==> config.mk <==
export PLATFORM = sky130hd
export DESIGN_NAME = hlc_chroma_lane
export DESIGN_NICKNAME = d
export VERILOG_FILES = /design/src/sv/hlc_pkg.sv /design/src/sv/hlc_chroma_lane.sv
export SDC_FILE = /design/constraint.sdc
export NUM_CORES = 2
export LEC_CHECK = 0
export ABC_CLOCK_PERIOD_IN_PS = 4000
export BUFFER_PORTS_ARGS = -buffer_cell sky130_fd_sc_hd__buf_2
export CAP_MARGIN = 0
export CORE_MARGIN = 2
export CORE_UTILIZATION = 58
export DETAILED_ROUTE_END_ITERATION = 10
export GPL_TIMING_DRIVEN = 0
export PLACE_DENSITY = 0.8
export SLEW_MARGIN = 0
export SYNTH_ARGS = -nofsm -noshare
export SYNTH_HDL_FRONTEND = slang
export SYNTH_SLANG_ARGS = --single-unit
==> constraint.sdc <==
create_clock -name i_clk -period 4 [get_ports i_clk]
set_input_delay 0.8 -clock i_clk [delete_from_list [all_inputs] [get_ports i_clk]]
set_output_delay 0.8 -clock i_clk [all_outputs]
set_load 0.01 [all_outputs]
==> src/sv/hlc_pkg.sv <==
`default_nettype none
// ----------------------------------------------------------------------------
// hlc_pkg
// Shared types, constants and arithmetic helpers of the HDR log-luma and
// chroma encoder.
// ----------------------------------------------------------------------------
package hlc_pkg;

    localparam int PIXELS     = 4;
    localparam int CHAN_W     = 33;   // signed channel, 16 fraction bits
    localparam int PIX_PROD_W = 50;   // weighted channel of one pixel
    localparam int QSUM_W     = 35;   // channel summed over the quad
    localparam int QPROD_W    = 52;   // weighted channel of the quad
    localparam int NUM_W      = 50;   // chroma dividend
    localparam int DEN_W      = 35;   // chroma divisor (quad luminance)
    localparam int Q_W        = 18;   // saturated chroma quotient
    localparam int REM_W      = DEN_W + Q_W;
    localparam int SQ_STEPS   = 11;   // log2 fraction bits
    localparam int ISQRT_STEPS = Q_W / 2;
    localparam int LUMA_LAT   = 16;   // register levels of a luma lane
    localparam int PIPE_LAT   = 33;   // register levels up to the chroma result
    localparam int ADDR_W     = 3;

    localparam logic signed [16:0] W_RED   = 17'sd13933;
    localparam logic signed [16:0] W_GREEN = 17'sd46871;
    localparam logic signed [16:0] W_BLUE  = 17'sd4732;
    localparam logic [31:0]        Y_FLOOR = 32'd7;

    localparam logic [0:0] REG_LUMA_FORMAT = 1'b0;

    typedef struct packed {
        logic [31:0] red_0;
        logic [31:0] green_0;
        logic [31:0] blue_0;
        logic [31:0] red_1;
        logic [31:0] green_1;
        logic [31:0] blue_1;
        logic [31:0] red_2;
        logic [31:0] green_2;
        logic [31:0] blue_2;
        logic [31:0] red_3;
        logic [31:0] green_3;
        logic [31:0] blue_3;
    } t_in_item;

    typedef struct packed {
        logic [15:0] luma_code_0;
        logic [15:0] luma_code_1;
        logic [15:0] luma_code_2;
        logic [15:0] luma_code_3;
        logic [7:0]  chroma_u;
        logic [7:0]  chroma_v;
    } t_out_item;

    typedef struct packed {
        logic                     nan;
        logic signed [CHAN_W-1:0] val;
    } t_chan_dec;

    typedef struct packed {
        logic                     nan;
        logic signed [CHAN_W-1:0] red;
        logic signed [CHAN_W-1:0] green;
        logic signed [CHAN_W-1:0] blue;
    } t_pix_chan;

    typedef struct packed {
        logic             kill;
        logic [NUM_W-1:0] num;
        logic [DEN_W-1:0] den;
    } t_chroma_req;

    // Float32 to signed fixed point with 16 fraction bits, saturating.
    function automatic t_chan_dec f_chan_decode(input logic [31:0] bits);
        logic [7:0]  e;
        logic [31:0] m;
        logic [31:0] mag;
        t_chan_dec   d;
        e     = bits[30:23];
        m     = {8'b0, 1'b1, bits[22:0]};
        mag   = '0;
        d.nan = 1'b0;
        priority if (e == 8'hFF && bits[22:0] != 23'd0) begin
            d.nan = 1'b1;
        end else if (e >= 8'd143) begin
            mag = '1;
        end else if (e >= 8'd134) begin
            mag = m << (e - 8'd134);
        end else if (e > 8'd110) begin
            mag = m >> (8'd134 - e);
        end else begin
            mag = '0;
        end
        d.val = bits[31] ? -$signed({1'b0, mag}) : $signed({1'b0, mag});
        return d;
    endfunction

    function automatic logic [4:0] f_lead32(input logic [31:0] v);
        logic [4:0] p;
        p = '0;
        for (int i = 0; i < 32; i++) begin
            if (v[i]) p = 5'(i);
        end
        return p;
    endfunction

    function automatic logic [3:0] f_lead16(input logic [15:0] v);
        logic [3:0] p;
        p = '0;
        for (int i = 0; i < 16; i++) begin
            if (v[i]) p = 4'(i);
        end
        return p;
    endfunction

    // Half-float bits of c/65535. The quotient's binary expansion is c
    // repeated, so three copies give every bit the rounding needs.
    function automatic logic [15:0] f_half_code(input logic [15:0] c);
        logic [47:0] w;
        logic [3:0]  p;
        logic [5:0]  sh;
        logic [10:0] q;
        logic        rnd;
        logic [15:0] res;
        w   = {c, c, c};
        p   = f_lead16(c);
        sh  = 6'(p) + 6'd22;
        q   = '0;
        rnd = 1'b0;
        res = '0;
        if (c == 16'd0) begin
            res = '0;
        end else if (p >= 4'd2) begin
            q   = 11'(w >> sh);
            rnd = w[sh - 6'd1];
            res = 16'({p - 4'd2, 10'b0}) + 16'(q) + 16'(rnd);
        end else begin
            q   = 11'(w >> 24);
            rnd = w[23];
            res = 16'(q) + 16'(rnd);
        end
        return res;
    endfunction

endpackage
`default_nettype wire

==> src/sv/hlc_chroma_lane.sv <==
`default_nettype none
// ----------------------------------------------------------------------------
// hlc_chroma_lane
// Pipelined restoring divider with a saturated 18-bit quotient, then a
// pipelined integer square root and rounding to 8 bits. 29 register levels.
// ----------------------------------------------------------------------------
module hlc_chroma_lane
    import hlc_pkg::*;
(
    input  wire logic        i_clk,
    input  wire logic        i_en,
    input  wire t_chroma_req i_req,
    output logic [7:0]       o_chroma
);

    typedef struct packed {
        logic             kill;
        logic             ovf;
        logic [DEN_W-1:0] den;
        logic [REM_W-1:0] rem;
        logic [Q_W-1:0]   q;
    } t_div_st;

    typedef struct packed {
        logic           kill;
        logic [Q_W-1:0] x;
        logic [Q_W-1:0] res;
    } t_sqrt_st;

    t_div_st     r_div [Q_W+1];
    t_div_st     n_div0;
    t_sqrt_st    r_sqrt [ISQRT_STEPS];
    logic [9:0]  rounded;
    logic [7:0]  r_chroma, n_chroma;

    // A quotient of 2^18 or more ends in the clamp to 255 unless the request is killed.
    always_comb begin
        n_div0.kill = i_req.kill;
        n_div0.ovf  = REM_W'(i_req.num) >= {i_req.den, {Q_W{1'b0}}};
        n_div0.den  = i_req.den;
        n_div0.rem  = REM_W'(i_req.num);
        n_div0.q    = '0;
    end

    always_ff @(posedge i_clk) begin
        if (i_en) begin
            r_div[0] <= n_div0;
        end
    end

    for (genvar i = 0; i < Q_W; i++) begin : g_div
        localparam int K = Q_W - 1 - i;
        logic [REM_W-1:0] dsh;
        t_div_st          n_st;
        always_comb begin
            dsh  = REM_W'(r_div[i].den) << K;
            n_st = r_div[i];
            if (r_div[i].rem >= dsh) begin
                n_st.rem  = r_div[i].rem - dsh;
                n_st.q[K] = 1'b1;
            end
        end
        always_ff @(posedge i_clk) begin
            if (i_en) begin
                r_div[i+1] <= n_st;
            end
        end
    end

    for (genvar j = 0; j < ISQRT_STEPS; j++) begin : g_sqrt
        localparam int SH = Q_W - 2 - 2 * j;
        t_sqrt_st       src;
        t_sqrt_st       n_st;
        logic [Q_W-1:0] trial;
        always_comb begin
            if (j == 0) begin
                src.kill = r_div[Q_W].kill;
                src.x    = r_div[Q_W].ovf ? '1 : r_div[Q_W].q;
                src.res  = '0;
            end else begin
                src = r_sqrt[(j == 0) ? 0 : j - 1];
            end
            trial     = src.res + (Q_W'(1) << SH);
            n_st.kill = src.kill;
            if (src.x >= trial) begin
                n_st.x   = src.x - trial;
                n_st.res = (src.res >> 1) + (Q_W'(1) << SH);
            end else begin
                n_st.x   = src.x;
                n_st.res = src.res >> 1;
            end
        end
        always_ff @(posedge i_clk) begin
            if (i_en) begin
                r_sqrt[j] <= n_st;
            end
        end
    end

    always_comb begin
        rounded = 10'((r_sqrt[ISQRT_STEPS-1].res + Q_W'(1)) >> 1);
        if (r_sqrt[ISQRT_STEPS-1].kill) begin
            n_chroma = '0;
        end else if (rounded > 10'd255) begin
            n_chroma = 8'd255;
        end else begin
            n_chroma = rounded[7:0];
        end
    end

    always_ff @(posedge i_clk) begin
        if (i_en) begin
            r_chroma <= n_chroma;
        end
    end

    assign o_chroma = r_chroma;

endmodule
`default_nettype wire

==> metrics <==
outcome=finished clean; Hold-fix buffers, CTS=0; final WL=280000 µm; top_reg_cell synth=edfxtp_1; min-delay worst type=input pin to flop; DR WL/cell=21.6 µm; pin count of the biggest net entering global routing=195; clk_lat worst skew=850 ps; die extent in x=439 µm; synthesis-stage register bit count=1996; share of layout cells above drive strength 1=8.45%; I/O pins=96; slew margin rel.=22.9%; Die H=439 µm; Seq/Total Area, Yosys=54.7%; Post-Syn Instances=9891; crit-path leading delay family=simple AND/OR/NAND/NOR gates; critical path class=flop to flop; first-pass GRT wire length=426000 µm; worst-path maximum fanout=10; CP Buf/Inv Count=3; CP peak stage delay=880 ps; syn avg cell area=11.1 µm²; drt initial violations=6894; Top Metal Used=met5; Pwr Total=84.8 mW; leakage=48.4 nW; Period minus WS final=3950 ps; Startpoint Class=flop; fmax=253 MHz; Area Growth Syn to Fin=11.3%; Yosys top cell area share=54.7%; final hold violation count=0; sequential cell area=59900 µm²; initial antenna violation count=11; htree depth=4; ys async rst share=0%; Final Cell Area=122000 µm²; syn_nets=10700; Final Setup Violations=0; number of CTS-inserted buffers=204; Final Skew=47.5 ps; gr usage total=28.4%; die area=192000 µm²; PwrDens=696 nW/µm²; Synth area leader=edfxtp_1; WL met3=15000 µm; clk sink count=1996; CP arrival=4500 ps; dpl hpwl=212000 µm; CTS tree=built; CP Cell Sequence=inv_1, ha_1, nand2_1, nor3_1, nand3_1, nor4_1, a211oi_2, buf_4, buf_4, nand2_1, o21ai_0; number of global-route vias before repair=75900; FP Rows=159; vias=78100; Cell Area, Synth=110000 µm²; Routed Antenna Nets=0; Worst Tran Pin Value=1150 ps; CP endpoint kind=flop; Multi-input gate area=46000 µm²; DRC=0; Fill cells=14200; top post-synthesis cells by area=edfxtp_1, ha_1, a21oi_1; Buffers on Ports=95; Avg Vias per Cell=6.04; Max Root-Sink Buffers=3; Post-synth EDFFs=1996; Max Cap Viol=0; WL met2=137000 µm; First-pass DRT Iterations=6; RD Place Congestion=0.926; final hold slack=137 ps; Initial Utilization=58.4%; worst IR drop on VDD=501 µV; Nets=11100; total gr overflow=0; Slowest-stage cell, CP=nor4_1; data required time at the worst endpoint=4550 ps; Distinct cells, synth=89; Slew Viols, Final=0; CTS clk-pin slew, worst paths=60 ps; post-place instance area=113000 µm²; WL met1=115000 µm; Yosys warnings=0; fin crit share=98.8%; setup ws final=47.6 ps; Post-Place Worst Slack=-1970 ps; CTS root buffer=clkbuf_16; Core Area=188000 µm²
==> report_power, final <==
part           switching [mW]  internal [mW]
Sequential               3.28           29.2
Combinational            19.6           13.5
Clock                    8.23           11.0
Total                    31.2           53.6
==> flip-flops by register name, summed over array words and instances, names as in the netlist <==
name and count:
o_chroma 8, r_div 1790, r_sqrt 198
==> per-layer routing <==
layer  global-route usage [%]  vias up
met4                     11.7        2
met3                     3.51      637
met1                     36.7    37900
met5                        0        -
li1                         -    37100
met2                     48.6     2532
==> layout by cell type (no fill, tap or decap), types with 93 or more instances in the layout <==
cell       synthesis  final
nand2b_1          93     93
xor2_1           338    337
nand2_1          753    752
o21ai_0          626    601
nor2b_1          109    109
a21o_1           384    383
nor2_1           668    666
xnor2_1          377    376
a21oi_1          894    875
clkbuf_1         244    193
buf_2             12    112
clkbuf_16          0    206
nand4_1          161    161
edfxtp_1        1996   1996
inv_1            904    900
nor3_1           155    152
nand3_1          170    168
ha_1             711    705
==> logic make-up (layout without fill, tap and decap cells) <==
kind of cell,count (synthesis),count (layout),synth area share (%)
AOI/OAI and AO/OA,2577,2577,14.4
xor gates and xnor gates,715,715,5.72
adders and majority gates,728,728,8.43
buffers and inverters,1186,1715,4.12
DFF,1996,1996,54.7
muxes,110,110,1.15
other,0,12,0
and+or+nand+nor,2579,2579,11.4
==> worst paths after layout <==
| check | startpoint | to | slack (ps) | cells past startpoint |
|---|---|---|---|---|
| worst min-delay path | i_req[48] | r_div[0][31] | 140 | 1 |
| worst min register to register | r_div[15][9] | r_div[16][9] | 400 | 0 |
| worst max-delay path | r_div[0][103] | r_div[1][66] | 50 | 11 |
| worst max register to register | r_div[0][103] | r_div[1][66] | 50 | 11 |
==> through the flow <==
step	util, %	instances	setup TNS, ps
6_report	64.9	12900	0
4_1_cts	64.6	12900	0
3_3_place_gp	60.3	12500	-
5_1_grt	64.9	12900	-375
3_5_place_dp	60.5	12500	-509560
2_1_floorplan	-	9891	0
==> area by class of cell <==
| type | instances | share of cell area [%] |
|---|---|---|
| Clock buffer | 234 | 4.30 |
| Buffer | 267 | 1.08 |
| Clock inverter | 147 | 1.30 |
| Inverter | 906 | 2.80 |
| Sequential cell | 1996 | 49.2 |
| Multi-Input combinational cell | 6709 | 37.7 |
| Tap cell | 2495 | 2.56 |
| Timing Repair Buffer | 161 | 1.01 |
| Antenna cell | 12 | 0.0246 |
==> synthesized netlist by cell type, drive strengths merged, types with 13 or more instances <==
library cell  count
and3             69
nand4           161
a31oi            76
o21a             88
o31ai            55
o21bai           93
o211ai           49
nand3           170
a21boi           22
nor2b           109
a21o            384
o21ai           633
nor3b            16
o31a             17
nor2            668
a2111oi          18
nand2           753
a21oi           894
a211oi           68
xnor2           377
mux2i            14
and2             38
a221oi           18
or3              56
nor4             95
mux2             96
or2              49
buf              36
nand2b           93
a41oi            17
edfxtp         1996
and4             24
ha              711
nor4b            26
a31o             18
or4              49
fa               17
nor3            156
nand4b           18
clkbuf          244
a311oi           13
a211o            20
nand3b           14
xor2            338
inv             906
==> worst register-to-register path, stage by stage (launching register included) <==
cell      delay (ps)
edfxtp_1         370
inv_1             60
ha_1             360
nand2_1           70
nor3_1           810
nand3_1          290
nor4_1           880
a211oi_2         100
buf_4            260
buf_4            210
nand2_1           80
o21ai_0          150
==> what timing repair did <==
| item | in CTS | in global routing |
|---|---|---|
| hold endpoints to repair | 0 | 0 |
| pin swaps | 31 | 28 |
| resized for setup | 198 | 173 |
| gates cloned | 0 | 0 |
| setup buffers | 27 | 26 |
| setup endpoints to repair | 681 | 551 |
(Power assumes the default switching activity.)
