--- config.mk ---
export PLATFORM = sky130hd
export DESIGN_NAME = hlc_quad_merge
export DESIGN_NICKNAME = d
export VERILOG_FILES = /design/src/sv/hlc_pkg.sv /design/src/sv/hlc_quad_merge.sv
export SDC_FILE = /design/constraint.sdc
export NUM_CORES = 2
export LEC_CHECK = 0
export ABC_AREA = 1
export BUFFER_PORTS_ARGS = -buffer_cell sky130_fd_sc_hd__buf_2
export CORE_MARGIN = 2
export CORE_UTILIZATION = 55
export CTS_BUF_LIST = sky130_fd_sc_hd__clkbuf_8
export DETAILED_ROUTE_END_ITERATION = 7
export PLACE_DENSITY = 0.77
export SYNTH_ARGS = -nofsm -noshare
export SYNTH_HDL_FRONTEND = slang
export SYNTH_SLANG_ARGS = --single-unit
--- constraint.sdc ---
create_clock -name i_clk -period 6.4 [get_ports i_clk]
set_input_delay 0.64 -clock i_clk [delete_from_list [all_inputs] [get_ports i_clk]]
set_output_delay 0.64 -clock i_clk [all_outputs]
set_load 0.01 [all_outputs]
--- src/sv/hlc_pkg.sv ---
`default_nettype none
// ----------------------------------------------------------------------------
// hlc_pkg
// Shared types, constants and arithmetic helpers of the HDR log-luma and
// chroma encoder.
// ----------------------------------------------------------------------------
package hlc_pkg;

    localparam int PIXELS     = 4;
    localparam int CHAN_W     = 33;   // signed channel, 16 fraction bits
    localparam int PIX_PROD_W = 50;   // weighted channel of one pixel
    localparam int QSUM_W     = 35;   // channel summed over the quad
    localparam int QPROD_W    = 52;   // weighted channel of the quad
    localparam int NUM_W      = 50;   // chroma dividend
    localparam int DEN_W      = 35;   // chroma divisor (quad luminance)
    localparam int Q_W        = 18;   // saturated chroma quotient
    localparam int REM_W      = DEN_W + Q_W;
    localparam int SQ_STEPS   = 11;   // log2 fraction bits
    localparam int ISQRT_STEPS = Q_W / 2;
    localparam int LUMA_LAT   = 16;   // register levels of a luma lane
    localparam int PIPE_LAT   = 33;   // register levels up to the chroma result
    localparam int ADDR_W     = 3;

    localparam logic signed [16:0] W_RED   = 17'sd13933;
    localparam logic signed [16:0] W_GREEN = 17'sd46871;
    localparam logic signed [16:0] W_BLUE  = 17'sd4732;
    localparam logic [31:0]        Y_FLOOR = 32'd7;

    localparam logic [0:0] REG_LUMA_FORMAT = 1'b0;

    typedef struct packed {
        logic [31:0] red_0;
        logic [31:0] green_0;
        logic [31:0] blue_0;
        logic [31:0] red_1;
        logic [31:0] green_1;
        logic [31:0] blue_1;
        logic [31:0] red_2;
        logic [31:0] green_2;
        logic [31:0] blue_2;
        logic [31:0] red_3;
        logic [31:0] green_3;
        logic [31:0] blue_3;
    } t_in_item;

    typedef struct packed {
        logic [15:0] luma_code_0;
        logic [15:0] luma_code_1;
        logic [15:0] luma_code_2;
        logic [15:0] luma_code_3;
        logic [7:0]  chroma_u;
        logic [7:0]  chroma_v;
    } t_out_item;

    typedef struct packed {
        logic                     nan;
        logic signed [CHAN_W-1:0] val;
    } t_chan_dec;

    typedef struct packed {
        logic                     nan;
        logic signed [CHAN_W-1:0] red;
        logic signed [CHAN_W-1:0] green;
        logic signed [CHAN_W-1:0] blue;
    } t_pix_chan;

    typedef struct packed {
        logic             kill;
        logic [NUM_W-1:0] num;
        logic [DEN_W-1:0] den;
    } t_chroma_req;

    // Float32 to signed fixed point with 16 fraction bits, saturating.
    function automatic t_chan_dec f_chan_decode(input logic [31:0] bits);
        logic [7:0]  e;
        logic [31:0] m;
        logic [31:0] mag;
        t_chan_dec   d;
        e     = bits[30:23];
        m     = {8'b0, 1'b1, bits[22:0]};
        mag   = '0;
        d.nan = 1'b0;
        priority if (e == 8'hFF && bits[22:0] != 23'd0) begin
            d.nan = 1'b1;
        end else if (e >= 8'd143) begin
            mag = '1;
        end else if (e >= 8'd134) begin
            mag = m << (e - 8'd134);
        end else if (e > 8'd110) begin
            mag = m >> (8'd134 - e);
        end else begin
            mag = '0;
        end
        d.val = bits[31] ? -$signed({1'b0, mag}) : $signed({1'b0, mag});
        return d;
    endfunction

    function automatic logic [4:0] f_lead32(input logic [31:0] v);
        logic [4:0] p;
        p = '0;
        for (int i = 0; i < 32; i++) begin
            if (v[i]) p = 5'(i);
        end
        return p;
    endfunction

    function automatic logic [3:0] f_lead16(input logic [15:0] v);
        logic [3:0] p;
        p = '0;
        for (int i = 0; i < 16; i++) begin
            if (v[i]) p = 4'(i);
        end
        return p;
    endfunction

    // Half-float bits of c/65535. The quotient's binary expansion is c
    // repeated, so three copies give every bit the rounding needs.
    function automatic logic [15:0] f_half_code(input logic [15:0] c);
        logic [47:0] w;
        logic [3:0]  p;
        logic [5:0]  sh;
        logic [10:0] q;
        logic        rnd;
        logic [15:0] res;
        w   = {c, c, c};
        p   = f_lead16(c);
        sh  = 6'(p) + 6'd22;
        q   = '0;
        rnd = 1'b0;
        res = '0;
        if (c == 16'd0) begin
            res = '0;
        end else if (p >= 4'd2) begin
            q   = 11'(w >> sh);
            rnd = w[sh - 6'd1];
            res = 16'({p - 4'd2, 10'b0}) + 16'(q) + 16'(rnd);
        end else begin
            q   = 11'(w >> 24);
            rnd = w[23];
            res = 16'(q) + 16'(rnd);
        end
        return res;
    endfunction

endpackage
`default_nettype wire

--- src/sv/hlc_quad_merge.sv ---
`default_nettype none
// ----------------------------------------------------------------------------
// hlc_quad_merge
// Sums the lanes' channels over the quad, forms the quad luminance and the
// two chroma dividends. Three register levels.
// ----------------------------------------------------------------------------
module hlc_quad_merge
    import hlc_pkg::*;
(
    input  wire logic       i_clk,
    input  wire logic       i_en,
    input  wire t_pix_chan  i_chan [PIXELS],
    output t_chroma_req     o_req_u,
    output t_chroma_req     o_req_v
);

    logic signed [QSUM_W-1:0]  n_rs, n_gs, n_bs;
    logic                      n_nan;
    logic signed [QSUM_W-1:0]  r_rs, r_gs, r_bs;
    logic                      r_nan2, r_nan3;
    logic signed [QPROD_W-1:0] r_pr, r_pg, r_pb;
    logic signed [QPROD_W-1:0] sum;
    logic [QPROD_W-1:0]        ymag_full, mag_u, mag_v;
    logic [DEN_W-1:0]          ymag;
    logic                      ypos;
    t_chroma_req               r_req_u, r_req_v, n_req_u, n_req_v;

    always_comb begin
        n_rs  = '0;
        n_gs  = '0;
        n_bs  = '0;
        n_nan = 1'b0;
        for (int k = 0; k < PIXELS; k++) begin
            n_rs  = n_rs + QSUM_W'($signed(i_chan[k].red));
            n_gs  = n_gs + QSUM_W'($signed(i_chan[k].green));
            n_bs  = n_bs + QSUM_W'($signed(i_chan[k].blue));
            n_nan = n_nan | i_chan[k].nan;
        end
    end

    always_ff @(posedge i_clk) begin
        if (i_en) begin
            r_rs   <= n_rs;
            r_gs   <= n_gs;
            r_bs   <= n_bs;
            r_nan2 <= n_nan;
            r_pr   <= QPROD_W'(r_rs) * QPROD_W'(W_RED);
            r_pg   <= QPROD_W'(r_gs) * QPROD_W'(W_GREEN);
            r_pb   <= QPROD_W'(r_bs) * QPROD_W'(W_BLUE);
            r_nan3 <= r_nan2;
        end
    end

    // The blue and red products are also the chroma numerators.
    always_comb begin
        sum       = r_pr + r_pg + r_pb;
        ypos      = sum > 0;
        ymag_full = sum[QPROD_W-1] ? QPROD_W'(-sum) : QPROD_W'(sum);
        ymag      = (ymag_full[50:16] < DEN_W'(Y_FLOOR)) ? DEN_W'(Y_FLOOR) : ymag_full[50:16];
        mag_u     = r_pb[QPROD_W-1] ? QPROD_W'(-r_pb) : QPROD_W'(r_pb);
        mag_v     = r_pr[QPROD_W-1] ? QPROD_W'(-r_pr) : QPROD_W'(r_pr);

        n_req_u.kill = r_nan3 || (r_pb == '0) || (r_pb[QPROD_W-1] == ypos);
        n_req_u.num  = {mag_u[NUM_W-3:0], 2'b00};
        n_req_u.den  = ymag;
        n_req_v.kill = r_nan3 || (r_pr == '0) || (r_pr[QPROD_W-1] == ypos);
        n_req_v.num  = {mag_v[NUM_W-3:0], 2'b00};
        n_req_v.den  = ymag;
    end

    always_ff @(posedge i_clk) begin
        if (i_en) begin
            r_req_u <= n_req_u;
            r_req_v <= n_req_v;
        end
    end

    assign o_req_u = r_req_u;
    assign o_req_v = r_req_v;

endmodule
`default_nettype wire

==> results.sh <==
export IMPL_clk_latency_ps=780
export IMPL_crit_path_cell_trace="buf_4 -> fa_1 -> inv_1 -> fa_1 -> inv_1 -> fa_1 -> fa_1 -> fa_1 -> fa_1 -> ha_1 -> nand2_1 -> inv_1 -> a21oi_1 -> a21boi_1 -> o221ai_1 -> a21oi_2 -> or2_2 -> nand2_1 -> a31oi_1 -> xor2_1"
export IMPL_grt_pass1_vias=46770
export IMPL_drtAntennaViolNets=0
export IMPL_fin_nets=9136
export IMPL_critPathKind="flop to flop"
export IMPL_netlist_area_mm2=0.06006
export IMPL_drc=0
export IMPL_initialDrtViolationCount=3534
export IMPL_status="completed"
export IMPL_synthFlopType="edfxtp_1"
export IMPL_async_flop_share_pct=0
export IMPL_synth_seq_area_share_pct=19.35
export IMPL_worstSetupEndpointType="flop"
export IMPL_cp_depth=20
export IMPL_chipHeight_um=334.4
export IMPL_regArea_mm2=0.01162
export IMPL_ys_ff_latch=387
export IMPL_fin_skew_ps=89.19
export IMPL_cap_violations=0
export IMPL_syn_inst=6439
export IMPL_worst_path_dominant_cell_family="adder cells"
export IMPL_hold_violations=0
export IMPL_synth_simple_area_share_pct=13.16
export IMPL_whs_ps=176.6
export IMPL_whs_path_depth=2
export IMPL_initial_core_util_pct=55.33
export IMPL_vias=45960
export IMPL_setup_viol=0
export IMPL_startpoint="r_gs[13]$_DFFE_PP_"
export IMPL_finalSetupTns_ps=0
export IMPL_cp_max_fo=5
export IMPL_synth_top_family_by_area="adder cells"
export IMPL_grt_max_degree=169
export IMPL_antenna_found_initial=12
export IMPL_syn_to_final_growth_pct=10.16
export IMPL_wl_per_cell_um=18.47
export IMPL_clockRootBuffer="clkbuf_8"
export IMPL_drv_slew=0
export IMPL_reg2reg_slack_ps=260
export IMPL_cts_sink_count=387
export IMPL_cp_num_buf_inv=4
export IMPL_synth_distinct_cells=63
export IMPL_drive_above_1_share_pct=11.91
export IMPL_fin_crit_ps=6137
export IMPL_yosysTopAreaCell="fa_1"
export IMPL_wirelength_mm=158.0
export IMPL_synth_top_cell_area_share_pct=30.87
export IMPL_clk_pin_slew_worst_paths_ps=60
export IMPL_fillers=9306
export IMPL_syn_area_per_cell_um2=9.327
export IMPL_max_slew_margin_pct=28.55
export IMPL_clk_path_buf_depth=3
export IMPL_hpwl_mm=138.4
export IMPL_ys_warnings_count=0
export IMPL_grt_pass1_wl_mm=251.0
export IMPL_track_usage_pct=28.93
export IMPL_yosys_area_share_adder_pct=46.12
export IMPL_r2r_cells=20
export IMPL_routabilityCongestion=0.9883
export IMPL_viasPerCell=5.375
export IMPL_cts_buffers=74
export IMPL_fmax_ghz=0.1630
export IMPL_synth_compound_area_share_pct=6.781
export IMPL_cts_tree="done"
export IMPL_start_kind="flop"
export IMPL_tightest_slew_ps=1072
export IMPL_cp_required_ps=6890
export IMPL_rows=121
export IMPL_min_from="i_chan[99]"
export IMPL_multi_input_area_mm2=0.04267
export IMPL_synthXorXnorAreaFrac_pct=4.900
export IMPL_synthMuxAreaShare_pct=0.01875
export IMPL_worstPathArrival_ps=6620
export IMPL_synth_edf_count=387
export IMPL_cpMaxStageDelayCell="fa_1"
export IMPL_cts_htree_levels=3
export IMPL_synth_area_top_cells="fa_1, edfxtp_1, ha_1"
export IMPL_io_buffer_count=567
export IMPL_slowest_delay_ps=540
export IMPL_core_mm2=0.1086
export IMPL_die_area_mm2=0.1119
export IMPL_post_route_util_pct=60.95
export IMPL_grt_ovfl_total=0
export IMPL_pin_count=574
export IMPL_reg2reg_from="r_gs[13]$_DFFE_PP_"
export IMPL_finalCritPeriodShare_pct=95.88
export IMPL_die_w_um=334.4
export IMPL_firstDrtPassIters=6
export IMPL_cp_common_cell="fa_1"
export IMPL_min_path_type="input pin to flop"
cells in the mapped netlist, types with 9 or more instances:
| cell type | count |
|---|---|
| o21ai_0 | 138 |
| o21bai_1 | 24 |
| inv_1 | 1424 |
| fa_1 | 926 |
| a21boi_0 | 22 |
| nand2_1 | 1030 |
| xnor2_1 | 143 |
| nor2_2 | 22 |
| a21oi_1 | 335 |
| buf_4 | 42 |
| nand3_1 | 183 |
| edfxtp_1 | 387 |
| nor2_4 | 9 |
| nand3b_1 | 20 |
| inv_2 | 10 |
| nand2_2 | 37 |
| nor3_1 | 40 |
| nand4_1 | 45 |
| o21ai_1 | 24 |
| a21o_1 | 11 |
| nand3_2 | 16 |
| xor2_1 | 193 |
| nor4_1 | 19 |
| nor2_1 | 402 |
| ha_1 | 732 |
| o31ai_1 | 13 |
| o221ai_1 | 9 |
| o21a_1 | 29 |
| a31oi_1 | 56 |
area by class of cell:
class	instances	share of cell area, %
antenna	8	0.03026
clock buffer	74	1.539
clock inverter	55	0.6071
inverter	1438	8.163
multi-input combinational	4559	64.50
sequential	387	17.57
tap	1414	2.674
timing repair buffer	616	4.917
timing repair:
| item | 4_1_cts | 5_1_grt |
|---|---|---|
| gates resized for setup | 0 | 8 |
| hold buffers | 0 | 0 |
| setup buffers | 0 | 15 |
| setup endpoints to repair | 0 | 13 |
per-stage QoR:
stage                     cells  setup WS, ps  area, um^2
after global placement     8399         318.8       64570
final                      8551         263.4       66160
after CTS                  8528         80.51       65990
after global routing       8544        -21.45       66140
after floorplan            6444         683.8       60080
after detailed placement   8399         120.2       64570
registers in the layout, summed over array words and instances, names as in the netlist, 35 cells and up:
name     flops
o_req_u     82
r_pg        52
r_gs        35
r_rs        35
r_bs        35
r_pb        47
o_req_v     49
r_pr        50
cell families (layout without fill, tap and decap cells):
logic type	Yosys count	in the layout
AOI/OAI and AO/OA	708	708
xor gates and xnor gates	336	336
adders and majority gates	1658	1658
buffers and inverters	1498	2183
DFF	387	387
muxes	1	1
other	1	14
and+or+nand+nor	1850	1850
metal layers:
| metal | vias up | share of wire (%) | track usage, % |
|---|---|---|---|
| met2 | 1555 | 45 | 45.66 |
| met1 | 22500 | 44 | 41.71 |
| met3 | 229 | 7.6 | 4.279 |
| met4 | 0 | 3.0 | 8.223 |
| met5 | - | 0 | 0 |
| li1 | 21670 | - | - |
layout by cell type (no fill, tap or decap), types with 136 or more instances in the layout:
cell         n
xnor2_1    143
xor2_1     193
inv_1     1443
buf_2      566
nand2_1   1030
a21oi_1    332
fa_1       926
o21ai_0    136
ha_1       732
nor2_1     402
edfxtp_1   387
nand3_1    183
worst paths after layout:
kind / end
min: r_nan2$_DFFE_PP_
max: r_pg[49]$_DFFE_PP_
min reg2reg: r_nan3$_DFFE_PP_
max reg2reg: r_pg[49]$_DFFE_PP_
Power is not shown: default switching activity piles up to over one toggle a cycle in this logic, so the estimate is an artifact.
